File: config.mk
export PLATFORM = sky130hd
export DESIGN_NAME = buddy_block_allocator
export DESIGN_NICKNAME = d
export VERILOG_FILES = /design/src/sv/bba_pkg.sv /design/src/sv/buddy_block_allocator.sv /design/src/sv/bba_ram.sv /design/src/sv/bba_ctrl.sv /design/src/sv/bba_dp.sv
export SDC_FILE = /design/constraint.sdc
export NUM_CORES = 2
export LEC_CHECK = 0
export BUFFER_PORTS_ARGS = -buffer_cell sky130_fd_sc_hd__buf_4
export CORE_ASPECT_RATIO = 1.1
export CORE_MARGIN = 2
export CORE_UTILIZATION = 50
export CTS_CLUSTER_SIZE = 24
export DETAILED_ROUTE_END_ITERATION = 7
export PLACE_DENSITY = 0.65
export SYNTH_ARGS = -nofsm -noshare
export SYNTH_HDL_FRONTEND = slang
export SYNTH_SLANG_ARGS = --single-unit
File: constraint.sdc
create_clock -name clk -period 44.1 [get_ports clk]
set_clock_uncertainty 0.1 [all_clocks]
set_input_delay 4.41 -clock clk [delete_from_list [all_inputs] [get_ports clk]]
set_output_delay 4.41 -clock clk [all_outputs]
set_load 0.1 [all_outputs]
File: src/sv/bba_pkg.sv
package bba_pkg;

    localparam int POOL_ORDER = 8;
    localparam int POOL_UNITS = 1 << POOL_ORDER;
    localparam int IDX_W      = POOL_ORDER;
    localparam int CNT_W      = POOL_ORDER + 1;
    localparam int ADDR_W     = POOL_ORDER + 1;
    localparam int ORD_W      = 4;
    localparam int ENT_W      = 5;

    localparam logic [1:0] ST_OK       = 2'd0;
    localparam logic [1:0] ST_NO_FIT   = 2'd1;
    localparam logic [1:0] ST_NOT_FOUND = 2'd2;

    localparam logic OP_ALLOC = 1'b0;
    localparam logic OP_FREE  = 1'b1;

    typedef struct packed {
        logic       op;
        logic [8:0] req_size;
        logic [7:0] free_addr;
    } in_item_t;

    typedef struct packed {
        logic [7:0] alloc_addr;
        logic [1:0] status;
    } out_item_t;

    typedef enum logic [3:0] {
        S_CLEAR,
        S_IDLE,
        S_SCAN_RD,
        S_SCAN_CHK,
        S_SHIFT_RD,
        S_SHIFT_WR,
        S_SPLIT,
        S_MARK,
        S_MERGE_RD,
        S_MERGE_CHK,
        S_PULL_RD,
        S_PULL_WR,
        S_DONE
    } state_t;

    // controller to datapath
    typedef struct packed {
        logic clear_step;
        logic load;
        logic scan_rd;
        logic scan_chk;
        logic shift_rd;
        logic shift_wr;
        logic split;
        logic mark;
        logic merge_rd;
        logic merge_chk;
        logic pull_rd;
        logic pull_wr;
        logic finish;
    } cmd_t;

    // datapath to controller
    typedef struct packed {
        logic clear_done;
        logic free_op;
        logic scan_end;
        logic scan_hit;
        logic scan_fail;
        logic need_split;
        logic shift_done;
        logic merge_go;
        logic merge_stop;
        logic pull_done;
        logic oversize;
    } stat_t;

endpackage

File: src/sv/buddy_block_allocator.sv
// binary buddy allocator over 256 units
// in channel: in_valid/in_ready with in_item (op, req_size, free_addr)
// out channel: out_valid/out_ready with out_item (alloc_addr, status)
// one request is taken at a time; a result beat follows each request
// steps: the request is accepted, the list is scanned block by block,
// then each split or merge step moves list entries one by one, and the
// result beat follows
// the block list sits in one ram with a single write port; every list
// move is a read followed by a write to that ram, which sets the rate
// reset: the init state writes one free block of the whole pool into
// the list before the first beat is accepted
// stall: the result holds on out_item until out_ready; no new beat is
// taken until then
module buddy_block_allocator (
    input  logic               clk,
    input  logic               rst_n,
    input  logic               in_valid,
    output logic               in_ready,
    input  bba_pkg::in_item_t  in_item,
    output logic               out_valid,
    input  logic               out_ready,
    output bba_pkg::out_item_t out_item
);

    bba_pkg::cmd_t  cmd;
    bba_pkg::stat_t stat;

    bba_ctrl u_ctrl (
        .clk       (clk),
        .rst_n     (rst_n),
        .in_valid  (in_valid),
        .in_ready  (in_ready),
        .out_valid (out_valid),
        .out_ready (out_ready),
        .stat      (stat),
        .cmd       (cmd)
    );

    bba_dp u_dp (
        .clk      (clk),
        .rst_n    (rst_n),
        .cmd      (cmd),
        .in_item  (in_item),
        .stat     (stat),
        .out_item (out_item)
    );

endmodule

File: src/sv/bba_ram.sv
module bba_ram #(
    parameter int WIDTH = 8,
    parameter int DEPTH = 256
) (
    input  logic                     clk,
    input  logic                     we,
    input  logic [$clog2(DEPTH)-1:0] waddr,
    input  logic [WIDTH-1:0]         wdata,
    input  logic [$clog2(DEPTH)-1:0] raddr,
    output logic [WIDTH-1:0]         rdata
);

    logic [WIDTH-1:0] mem [DEPTH];

    always_ff @(posedge clk)
    begin
        if (we)
        begin
            mem[waddr] <= wdata;
        end
        rdata <= mem[raddr];
    end

endmodule

File: src/sv/bba_ctrl.sv
module bba_ctrl (
    input  logic            clk,
    input  logic            rst_n,
    input  logic            in_valid,
    output logic            in_ready,
    output logic            out_valid,
    input  logic            out_ready,
    input  bba_pkg::stat_t  stat,
    output bba_pkg::cmd_t   cmd
);

    bba_pkg::state_t state_reg, state_next;

    always_ff @(posedge clk or negedge rst_n)
    begin
        if (!rst_n)
        begin
            state_reg <= bba_pkg::S_CLEAR;
        end
        else
        begin
            state_reg <= state_next;
        end
    end

    always_comb
    begin
        state_next = state_reg;
        cmd        = '0;
        in_ready   = 1'b0;
        out_valid  = 1'b0;
        case (state_reg)
            bba_pkg::S_CLEAR:
            begin
                cmd.clear_step = 1'b1;
                if (stat.clear_done)
                begin
                    state_next = bba_pkg::S_IDLE;
                end
            end
            bba_pkg::S_IDLE:
            begin
                in_ready = 1'b1;
                if (in_valid)
                begin
                    cmd.load   = 1'b1;
                    state_next = bba_pkg::S_SCAN_RD;
                end
            end
            bba_pkg::S_SCAN_RD:
            begin
                cmd.scan_rd = 1'b1;
                if (stat.oversize || stat.scan_end)
                begin
                    cmd.finish = 1'b1;
                    state_next = bba_pkg::S_DONE;
                end
                else
                begin
                    state_next = bba_pkg::S_SCAN_CHK;
                end
            end
            bba_pkg::S_SCAN_CHK:
            begin
                cmd.scan_chk = 1'b1;
                if (stat.scan_fail)
                begin
                    state_next = bba_pkg::S_DONE;
                end
                else if (stat.scan_hit)
                begin
                    if (stat.free_op)
                    begin
                        state_next = bba_pkg::S_MERGE_RD;
                    end
                    else if (stat.need_split)
                    begin
                        state_next = bba_pkg::S_SHIFT_RD;
                    end
                    else
                    begin
                        state_next = bba_pkg::S_DONE;
                    end
                end
                else
                begin
                    state_next = bba_pkg::S_SCAN_RD;
                end
            end
            bba_pkg::S_SHIFT_RD:
            begin
                cmd.shift_rd = 1'b1;
                state_next   = stat.shift_done ? bba_pkg::S_SPLIT : bba_pkg::S_SHIFT_WR;
            end
            bba_pkg::S_SHIFT_WR:
            begin
                cmd.shift_wr = 1'b1;
                state_next   = bba_pkg::S_SHIFT_RD;
            end
            bba_pkg::S_SPLIT:
            begin
                cmd.split  = 1'b1;
                state_next = stat.need_split ? bba_pkg::S_SHIFT_RD : bba_pkg::S_MARK;
            end
            bba_pkg::S_MARK:
            begin
                cmd.mark   = 1'b1;
                state_next = bba_pkg::S_DONE;
            end
            bba_pkg::S_MERGE_RD:
            begin
                cmd.merge_rd = 1'b1;
                state_next   = stat.merge_stop ? bba_pkg::S_DONE : bba_pkg::S_MERGE_CHK;
            end
            bba_pkg::S_MERGE_CHK:
            begin
                cmd.merge_chk = 1'b1;
                state_next    = stat.merge_go ? bba_pkg::S_PULL_RD : bba_pkg::S_DONE;
            end
            bba_pkg::S_PULL_RD:
            begin
                cmd.pull_rd = 1'b1;
                state_next  = stat.pull_done ? bba_pkg::S_MERGE_RD : bba_pkg::S_PULL_WR;
            end
            bba_pkg::S_PULL_WR:
            begin
                cmd.pull_wr = 1'b1;
                state_next  = bba_pkg::S_PULL_RD;
            end
            bba_pkg::S_DONE:
            begin
                out_valid = 1'b1;
                if (out_ready)
                begin
                    state_next = bba_pkg::S_IDLE;
                end
            end
            default:
            begin
                state_next = bba_pkg::S_IDLE;
            end
        endcase
    end

    a_ready_idle: assert property (@(posedge clk) disable iff (!rst_n)
        in_ready |-> !out_valid)
        else $error("in_ready and out_valid together");
    a_done_holds: assert property (@(posedge clk) disable iff (!rst_n)
        (out_valid && !out_ready) |=> out_valid)
        else $error("result dropped while stalled");
    a_load_leaves_idle: assert property (@(posedge clk) disable iff (!rst_n)
        (in_valid && in_ready) |=> (state_reg == bba_pkg::S_SCAN_RD))
        else $error("accepted item did not start a scan");

endmodule

File: src/sv/bba_dp.sv
module bba_dp (
    input  logic               clk,
    input  logic               rst_n,
    input  bba_pkg::cmd_t      cmd,
    input  bba_pkg::in_item_t  in_item,
    output bba_pkg::stat_t     stat,
    output bba_pkg::out_item_t out_item
);

    localparam int IW = bba_pkg::IDX_W;
    localparam int CW = bba_pkg::CNT_W;
    localparam int AW = bba_pkg::ADDR_W;
    localparam int OW = bba_pkg::ORD_W;

    // list entry: bit 4 used, bits 3..0 order
    logic                       we;
    logic [IW-1:0]              waddr, raddr;
    logic [bba_pkg::ENT_W-1:0]  wdata, rdata;

    bba_ram #(.WIDTH(bba_pkg::ENT_W), .DEPTH(bba_pkg::POOL_UNITS)) u_list (
        .clk   (clk),
        .we    (we),
        .waddr (waddr),
        .wdata (wdata),
        .raddr (raddr),
        .rdata (rdata)
    );

    logic [CW-1:0] count_reg, count_next;
    logic [CW-1:0] idx_reg, idx_next;    // current block index
    logic [CW-1:0] ptr_reg, ptr_next;    // shift pointer
    logic [AW-1:0] addr_reg, addr_next;  // start address of current block
    logic [OW-1:0] need_reg, need_next;
    logic [OW-1:0] ord_reg, ord_next;    // order of current block
    logic [bba_pkg::ENT_W-1:0] cur_reg, cur_next;
    logic          left_reg, left_next;  // buddy lies left
    logic [1:0]    status_reg, status_next;
    logic [7:0]    aout_reg, aout_next;
    logic          op_reg;
    logic [7:0]    target_reg;

    logic [OW-1:0] need_calc;
    logic [9:0]    sz_m1;
    logic [AW:0]   addr_sum;
    logic [AW-1:0] bsize;

    // ceil log2 of the request
    always_comb
    begin
        sz_m1     = (in_item.req_size == 9'd0) ? 10'd0 : {1'b0, in_item.req_size} - 10'd1;
        need_calc = '0;
        for (int b = 0; b < 10; b++)
        begin
            if (sz_m1[b])
            begin
                need_calc = OW'(b + 1);
            end
        end
    end

    assign bsize    = AW'(1) << ord_reg;
    assign addr_sum = {1'b0, addr_reg} + {1'b0, (AW'(1) << rdata[OW-1:0])};

    always_ff @(posedge clk or negedge rst_n)
    begin
        if (!rst_n)
        begin
            count_reg <= CW'(1);
        end
        else
        begin
            count_reg <= count_next;
        end
    end

    always_ff @(posedge clk)
    begin
        idx_reg    <= idx_next;
        ptr_reg    <= ptr_next;
        addr_reg   <= addr_next;
        need_reg   <= need_next;
        ord_reg    <= ord_next;
        cur_reg    <= cur_next;
        left_reg   <= left_next;
        status_reg <= status_next;
        aout_reg   <= aout_next;
        if (cmd.load)
        begin
            op_reg     <= in_item.op;
            target_reg <= in_item.free_addr;
        end
    end

    always_comb
    begin
        count_next  = count_reg;
        idx_next    = idx_reg;
        ptr_next    = ptr_reg;
        addr_next   = addr_reg;
        need_next   = need_reg;
        ord_next    = ord_reg;
        cur_next    = cur_reg;
        left_next   = left_reg;
        status_next = status_reg;
        aout_next   = aout_reg;
        we          = 1'b0;
        waddr       = idx_reg[IW-1:0];
        wdata       = '0;
        raddr       = idx_reg[IW-1:0];
        stat        = '0;

        stat.free_op    = (op_reg == bba_pkg::OP_FREE);
        stat.oversize   = (op_reg == bba_pkg::OP_ALLOC) &&
                          (need_reg > OW'(bba_pkg::POOL_ORDER));
        stat.scan_end   = (idx_reg >= count_reg);
        stat.need_split = (ord_reg > need_reg);
        stat.shift_done = (ptr_reg == idx_reg);
        stat.pull_done  = (ptr_reg >= count_reg);

        if (cmd.clear_step)
        begin
            we       = 1'b1;
            waddr    = '0;
            wdata    = {1'b0, OW'(bba_pkg::POOL_ORDER)};
            stat.clear_done = 1'b1;
        end

        if (cmd.load)
        begin
            idx_next    = '0;
            addr_next   = '0;
            need_next   = need_calc;
            status_next = (in_item.op == bba_pkg::OP_ALLOC) ? bba_pkg::ST_NO_FIT
                                                            : bba_pkg::ST_NOT_FOUND;
            aout_next   = '0;
        end

        if (cmd.scan_rd)
        begin
            raddr = idx_reg[IW-1:0];
        end

        if (cmd.scan_chk)
        begin
            ord_next = rdata[OW-1:0];
            cur_next = rdata;
            if (op_reg == bba_pkg::OP_ALLOC)
            begin
                if (!rdata[OW] && rdata[OW-1:0] >= need_reg)
                begin
                    stat.scan_hit = 1'b1;
                    stat.need_split = rdata[OW-1:0] > need_reg;
                    ptr_next    = count_reg;
                    status_next = bba_pkg::ST_OK;
                    aout_next   = addr_reg[7:0];
                    if (rdata[OW-1:0] == need_reg)
                    begin
                        we    = 1'b1;
                        wdata = {1'b1, rdata[OW-1:0]};
                    end
                end
                else
                begin
                    addr_next = addr_sum[AW-1:0];
                    idx_next  = idx_reg + CW'(1);
                end
            end
            else
            begin
                if (addr_reg == AW'(target_reg))
                begin
                    if (!rdata[OW])
                    begin
                        stat.scan_fail = 1'b1;
                    end
                    else
                    begin
                        stat.scan_hit = 1'b1;
                        status_next   = bba_pkg::ST_OK;
                        we    = 1'b1;
                        wdata = {1'b0, rdata[OW-1:0]};
                        cur_next = {1'b0, rdata[OW-1:0]};
                    end
                end
                else if (addr_reg > AW'(target_reg))
                begin
                    stat.scan_fail = 1'b1;
                end
                else
                begin
                    addr_next = addr_sum[AW-1:0];
                    idx_next  = idx_reg + CW'(1);
                end
            end
        end

        // open a slot at idx+1 by moving entries up, top first
        if (cmd.shift_rd)
        begin
            raddr = IW'(ptr_reg - CW'(1));
        end
        if (cmd.shift_wr)
        begin
            we       = 1'b1;
            waddr    = ptr_reg[IW-1:0];
            wdata    = rdata;
            ptr_next = ptr_reg - CW'(1);
        end
        // upper half goes to idx+1; the lower half at idx is written once it fits
        if (cmd.split)
        begin
            we         = 1'b1;
            waddr      = IW'(idx_reg + CW'(1));
            wdata      = {1'b0, ord_reg - OW'(1)};
            ord_next   = ord_reg - OW'(1);
            count_next = count_reg + CW'(1);
            ptr_next   = count_reg + CW'(1);
            stat.need_split = (ord_reg - OW'(1)) > need_reg;
        end
        if (cmd.mark)
        begin
            we    = 1'b1;
            wdata = {1'b1, ord_reg};
        end

        // merge: look at the buddy entry
        if (cmd.merge_rd)
        begin
            left_next = (addr_reg & ((bsize << 1) - AW'(1))) != '0;
            if (ord_reg >= OW'(bba_pkg::POOL_ORDER))
            begin
                stat.merge_stop = 1'b1;
            end
            else if ((addr_reg & ((bsize << 1) - AW'(1))) != '0)
            begin
                stat.merge_stop = (idx_reg == '0);
                raddr = IW'(idx_reg - CW'(1));
            end
            else
            begin
                stat.merge_stop = (idx_reg + CW'(1) >= count_reg);
                raddr = IW'(idx_reg + CW'(1));
            end
        end
        if (cmd.merge_chk)
        begin
            if (rdata == cur_reg)
            begin
                stat.merge_go = 1'b1;
                if (left_reg)
                begin
                    idx_next  = idx_reg - CW'(1);
                    addr_next = addr_reg - bsize;
                    waddr     = IW'(idx_reg - CW'(1));
                    ptr_next  = idx_reg + CW'(1);
                end
                else
                begin
                    ptr_next  = idx_reg + CW'(2);
                end
                we       = 1'b1;
                wdata    = {1'b0, ord_reg + OW'(1)};
                cur_next = {1'b0, ord_reg + OW'(1)};
                ord_next = ord_reg + OW'(1);
                count_next = count_reg - CW'(1);
            end
        end
        // close the gap: entry ptr moves down to ptr-1
        if (cmd.pull_rd)
        begin
            raddr = ptr_reg[IW-1:0];
            stat.pull_done = (ptr_reg >= count_reg + CW'(1));
        end
        if (cmd.pull_wr)
        begin
            we       = 1'b1;
            waddr    = IW'(ptr_reg - CW'(1));
            wdata    = rdata;
            ptr_next = ptr_reg + CW'(1);
        end
    end

    bba_pkg::out_item_t res;
    always_comb
    begin
        res.alloc_addr = aout_reg;
        res.status     = status_reg;
    end
    assign out_item = res;

    a_count_pos: assert property (@(posedge clk) disable iff (!rst_n)
        count_reg != '0)
        else $error("block count reached zero");
    a_split_grows: assert property (@(posedge clk) disable iff (!rst_n)
        cmd.split |=> (count_reg == $past(count_reg) + CW'(1)))
        else $error("split did not grow the list");
    a_merge_shrinks: assert property (@(posedge clk) disable iff (!rst_n)
        (cmd.merge_chk && stat.merge_go) |=> (count_reg == $past(count_reg) - CW'(1)))
        else $error("merge did not shrink the list");

endmodule
==> flow_summary.ini <==
[drt]
via_per_inst = 6.19
antenna_left = 0
vias = 39945
drt_wl_total_mm = 166
drc = 0
drtIter0Drc = 4941
first_pass_iters = 8
wl_per_cell_um = 25.7

[yosys]
async_flop_share = 0.00957
ys_ff_latch = 1358
mappedNetlistNets = 4965
synthCells = 4863
yosysTopAreaCell = edfxtp_1
ys_types = 87
ys.flop_type = edfxtp_1
synth_top_area_share = 0.652
synth_edf_count = 1294
synthTopCellsByArea = edfxtp_1 (65%), nand2_1 (6.9%), nand3_1 (4.7%)
ys_seq_area_frac = 0.675
netlist_top_cells_count = edfxtp_1 (1294), nand2_1 (1091), nand3_1 (564), nor2_1 (382), clkbuf_1 (184)
synth.yosys.warnings = 0
synth.cell_area_um2 = 59600
syn_area_per_cell_um2 = 12.3
synth.most_common_cell = edfxtp_1

[layout]
drive_gt1_frac = 0.0872
nNetsFinal = 4897
regArea_um2 = 40200
regMostFlops = u_dp.u_list.mem
fillerInstances = 9627
largest_reg_flops = 1280
area_growth_pct = 10.3
multi_input_area_um2 = 17900

[floorplanning]
core_um2 = 118000
die_h_um = 366
initial_core_util = 0.505
die_area_um2 = 122000
ioPinCount = 34
fp.dieW_um = 333
std_cell_rows = 132

[timing]
period_share = 0.169
hold_viol_final = 0
fmax_mhz = 134
worst_pin_slew_ns = 1.21
fin_ws_ns = 36.66
slew_violations = 0
setup_tns_ns = 0
rsz0062_at_grt = false
setup_violations = 0
slew_headroom = 0.194
post-route-min-period_ns = 7.44

[cts]
cts_tree = yes
ctsResizeCount = 0
cts_sinks = 1358
cts.path.max_buffers = 3
postCtsSetupBuffers = 0
clk_pin_slew_ns = 0.06
hold_buffers = 0
root_buffer = clkbuf_16
htree_levels = 4
clk_latency_ns = 0.77
cts_buffers = 139

[global_routing]
grt_usage = 0.269
grt_max_degree = 235
grt_pass1_wl_mm = 247
antenna_found_initial = 2
overflow = 0
grt_pass1_vias = 38586

[power]
powerDensity_nw_per_um2 = 85.1
ir_drop_mv = 0.107
p_leak_nw = 22.5

[placement]
hpwlAfterDp_mm = 98.0
port_buffers = 33
globalplace.congestion = 0.881
dp_slack_ns = 36.88

[worst_setup_path]
startpoint_type = flip-flop
worstPathArrival_ns = 2.93
critPathKind = reg2out
end_kind = output pin
worstPathRequired_ns = 39.59
crit_path_max_fanout = 28

[hold_path]
hp-class = reg2reg

[job]
maxCapViolCount = 0

[outcome]
status = finished, final reports clean
power by group:
part	switching [mW]	leakage (nW)	internal [mW]
Combinational	1.93	7.82	0.751
Sequential	0.0695	12.5	1.67
Clock	0.498	2.20	0.676
Total	2.50	22.5	3.10
routing by layer:
metal | up-vias | GRT usage | share of wire | wire length (µm)
met4 | 2 | 0.115 | 0.041 | 6860
li1 | 17813 | - | - | -
met3 | 336 | 0.0549 | 0.094 | 15600
met2 | 2076 | 0.426 | 0.47 | 78400
met5 | - | 0 | 0.000079 | 13
met1 | 19718 | 0.362 | 0.39 | 64700
layout make-up:
class,instances,share of cell area
flip-flops and latches,1358,0.612
multi-input cells,3118,0.272
clock buffers,176,0.0578
well taps,1541,0.0293
repair buffers,113,0.0144
clock inverters,79,0.0110
inverters,65,0.00371
diodes,1,0.0000381
final timing paths:
check	startpoint	end	slack (ns)	cells past startpoint
max	u_ctrl.state_reg[0]	in_ready	36.66	3
min reg2reg	u_dp.aout_reg[6]	u_dp.aout_reg[6]	0.36	2
max reg2reg	u_dp.ord_reg[0]	u_dp.u_list.rdata[3]	36.72	19
max in group asynchronous	rst_n	u_dp.count_reg[0]	40.24	1
min	u_dp.aout_reg[6]	u_dp.aout_reg[6]	0.36	2
min in group asynchronous	rst_n	u_dp.count_reg[6]	3.38	1
worst max-delay path, stage by stage, from the launching register on:
cell and delay (ns):
dfrtp_1 0.97, nand2_1 0.29, nor3_1 0.50, buf_4 0.39
kinds of logic after synthesis:
| logic type | synth area share |
|---|---|
| AO/OA/AOI/OAI | 0.0676 |
| XOR/XNOR | 0.0115 |
| adder cells (fa/ha/maj) | 0.0171 |
| buffers and inverters | 0.0283 |
| flip-flops | 0.675 |
| multiplexers | 0.0374 |
| AND/OR/NAND/NOR | 0.163 |
cell usage in the layout (no fill, tap or decap), drive strengths merged, types with 15 or more instances in the layout:
cell / instances
edfxtp: 1294
nand2: 1091
nand3: 564
nor2: 385
clkbuf: 176
a21oi: 114
buf: 113
o21ai: 81
ha: 78
mux4: 72
inv: 71
a31oi: 61
xnor2: 56
mux2i: 55
clkinv: 55
and3: 53
a311oi: 52
dfxtp: 51
nor3: 46
o211ai: 36
o2111ai: 29
a22oi: 28
xor2: 22
nand2b: 22
nor2b: 19
a21o: 18
nand4: 17
o22ai: 17
a211oi: 15
a221oi: 15
through the flow:
step | utilization | instances | area (µm²) | power (mW) | hold WS [ns]
6_report | 0.557 | 6451 | 65700 | 5.60 | 0.362
5_1_grt | 0.557 | 6450 | 65700 | 5.86 | 0.388
4_1_cts | 0.557 | 6450 | 65700 | 5.58 | 0.364
3_5_place_dp | 0.519 | 6195 | 61200 | 4.42 | 0.356
3_3_place_gp | 0.519 | 6195 | 61200 | 4.39 | 0.344
2_1_floorplan | - | 4863 | 59600 | 3.58 | 0.345
Power figures use the tool's default switching activity.
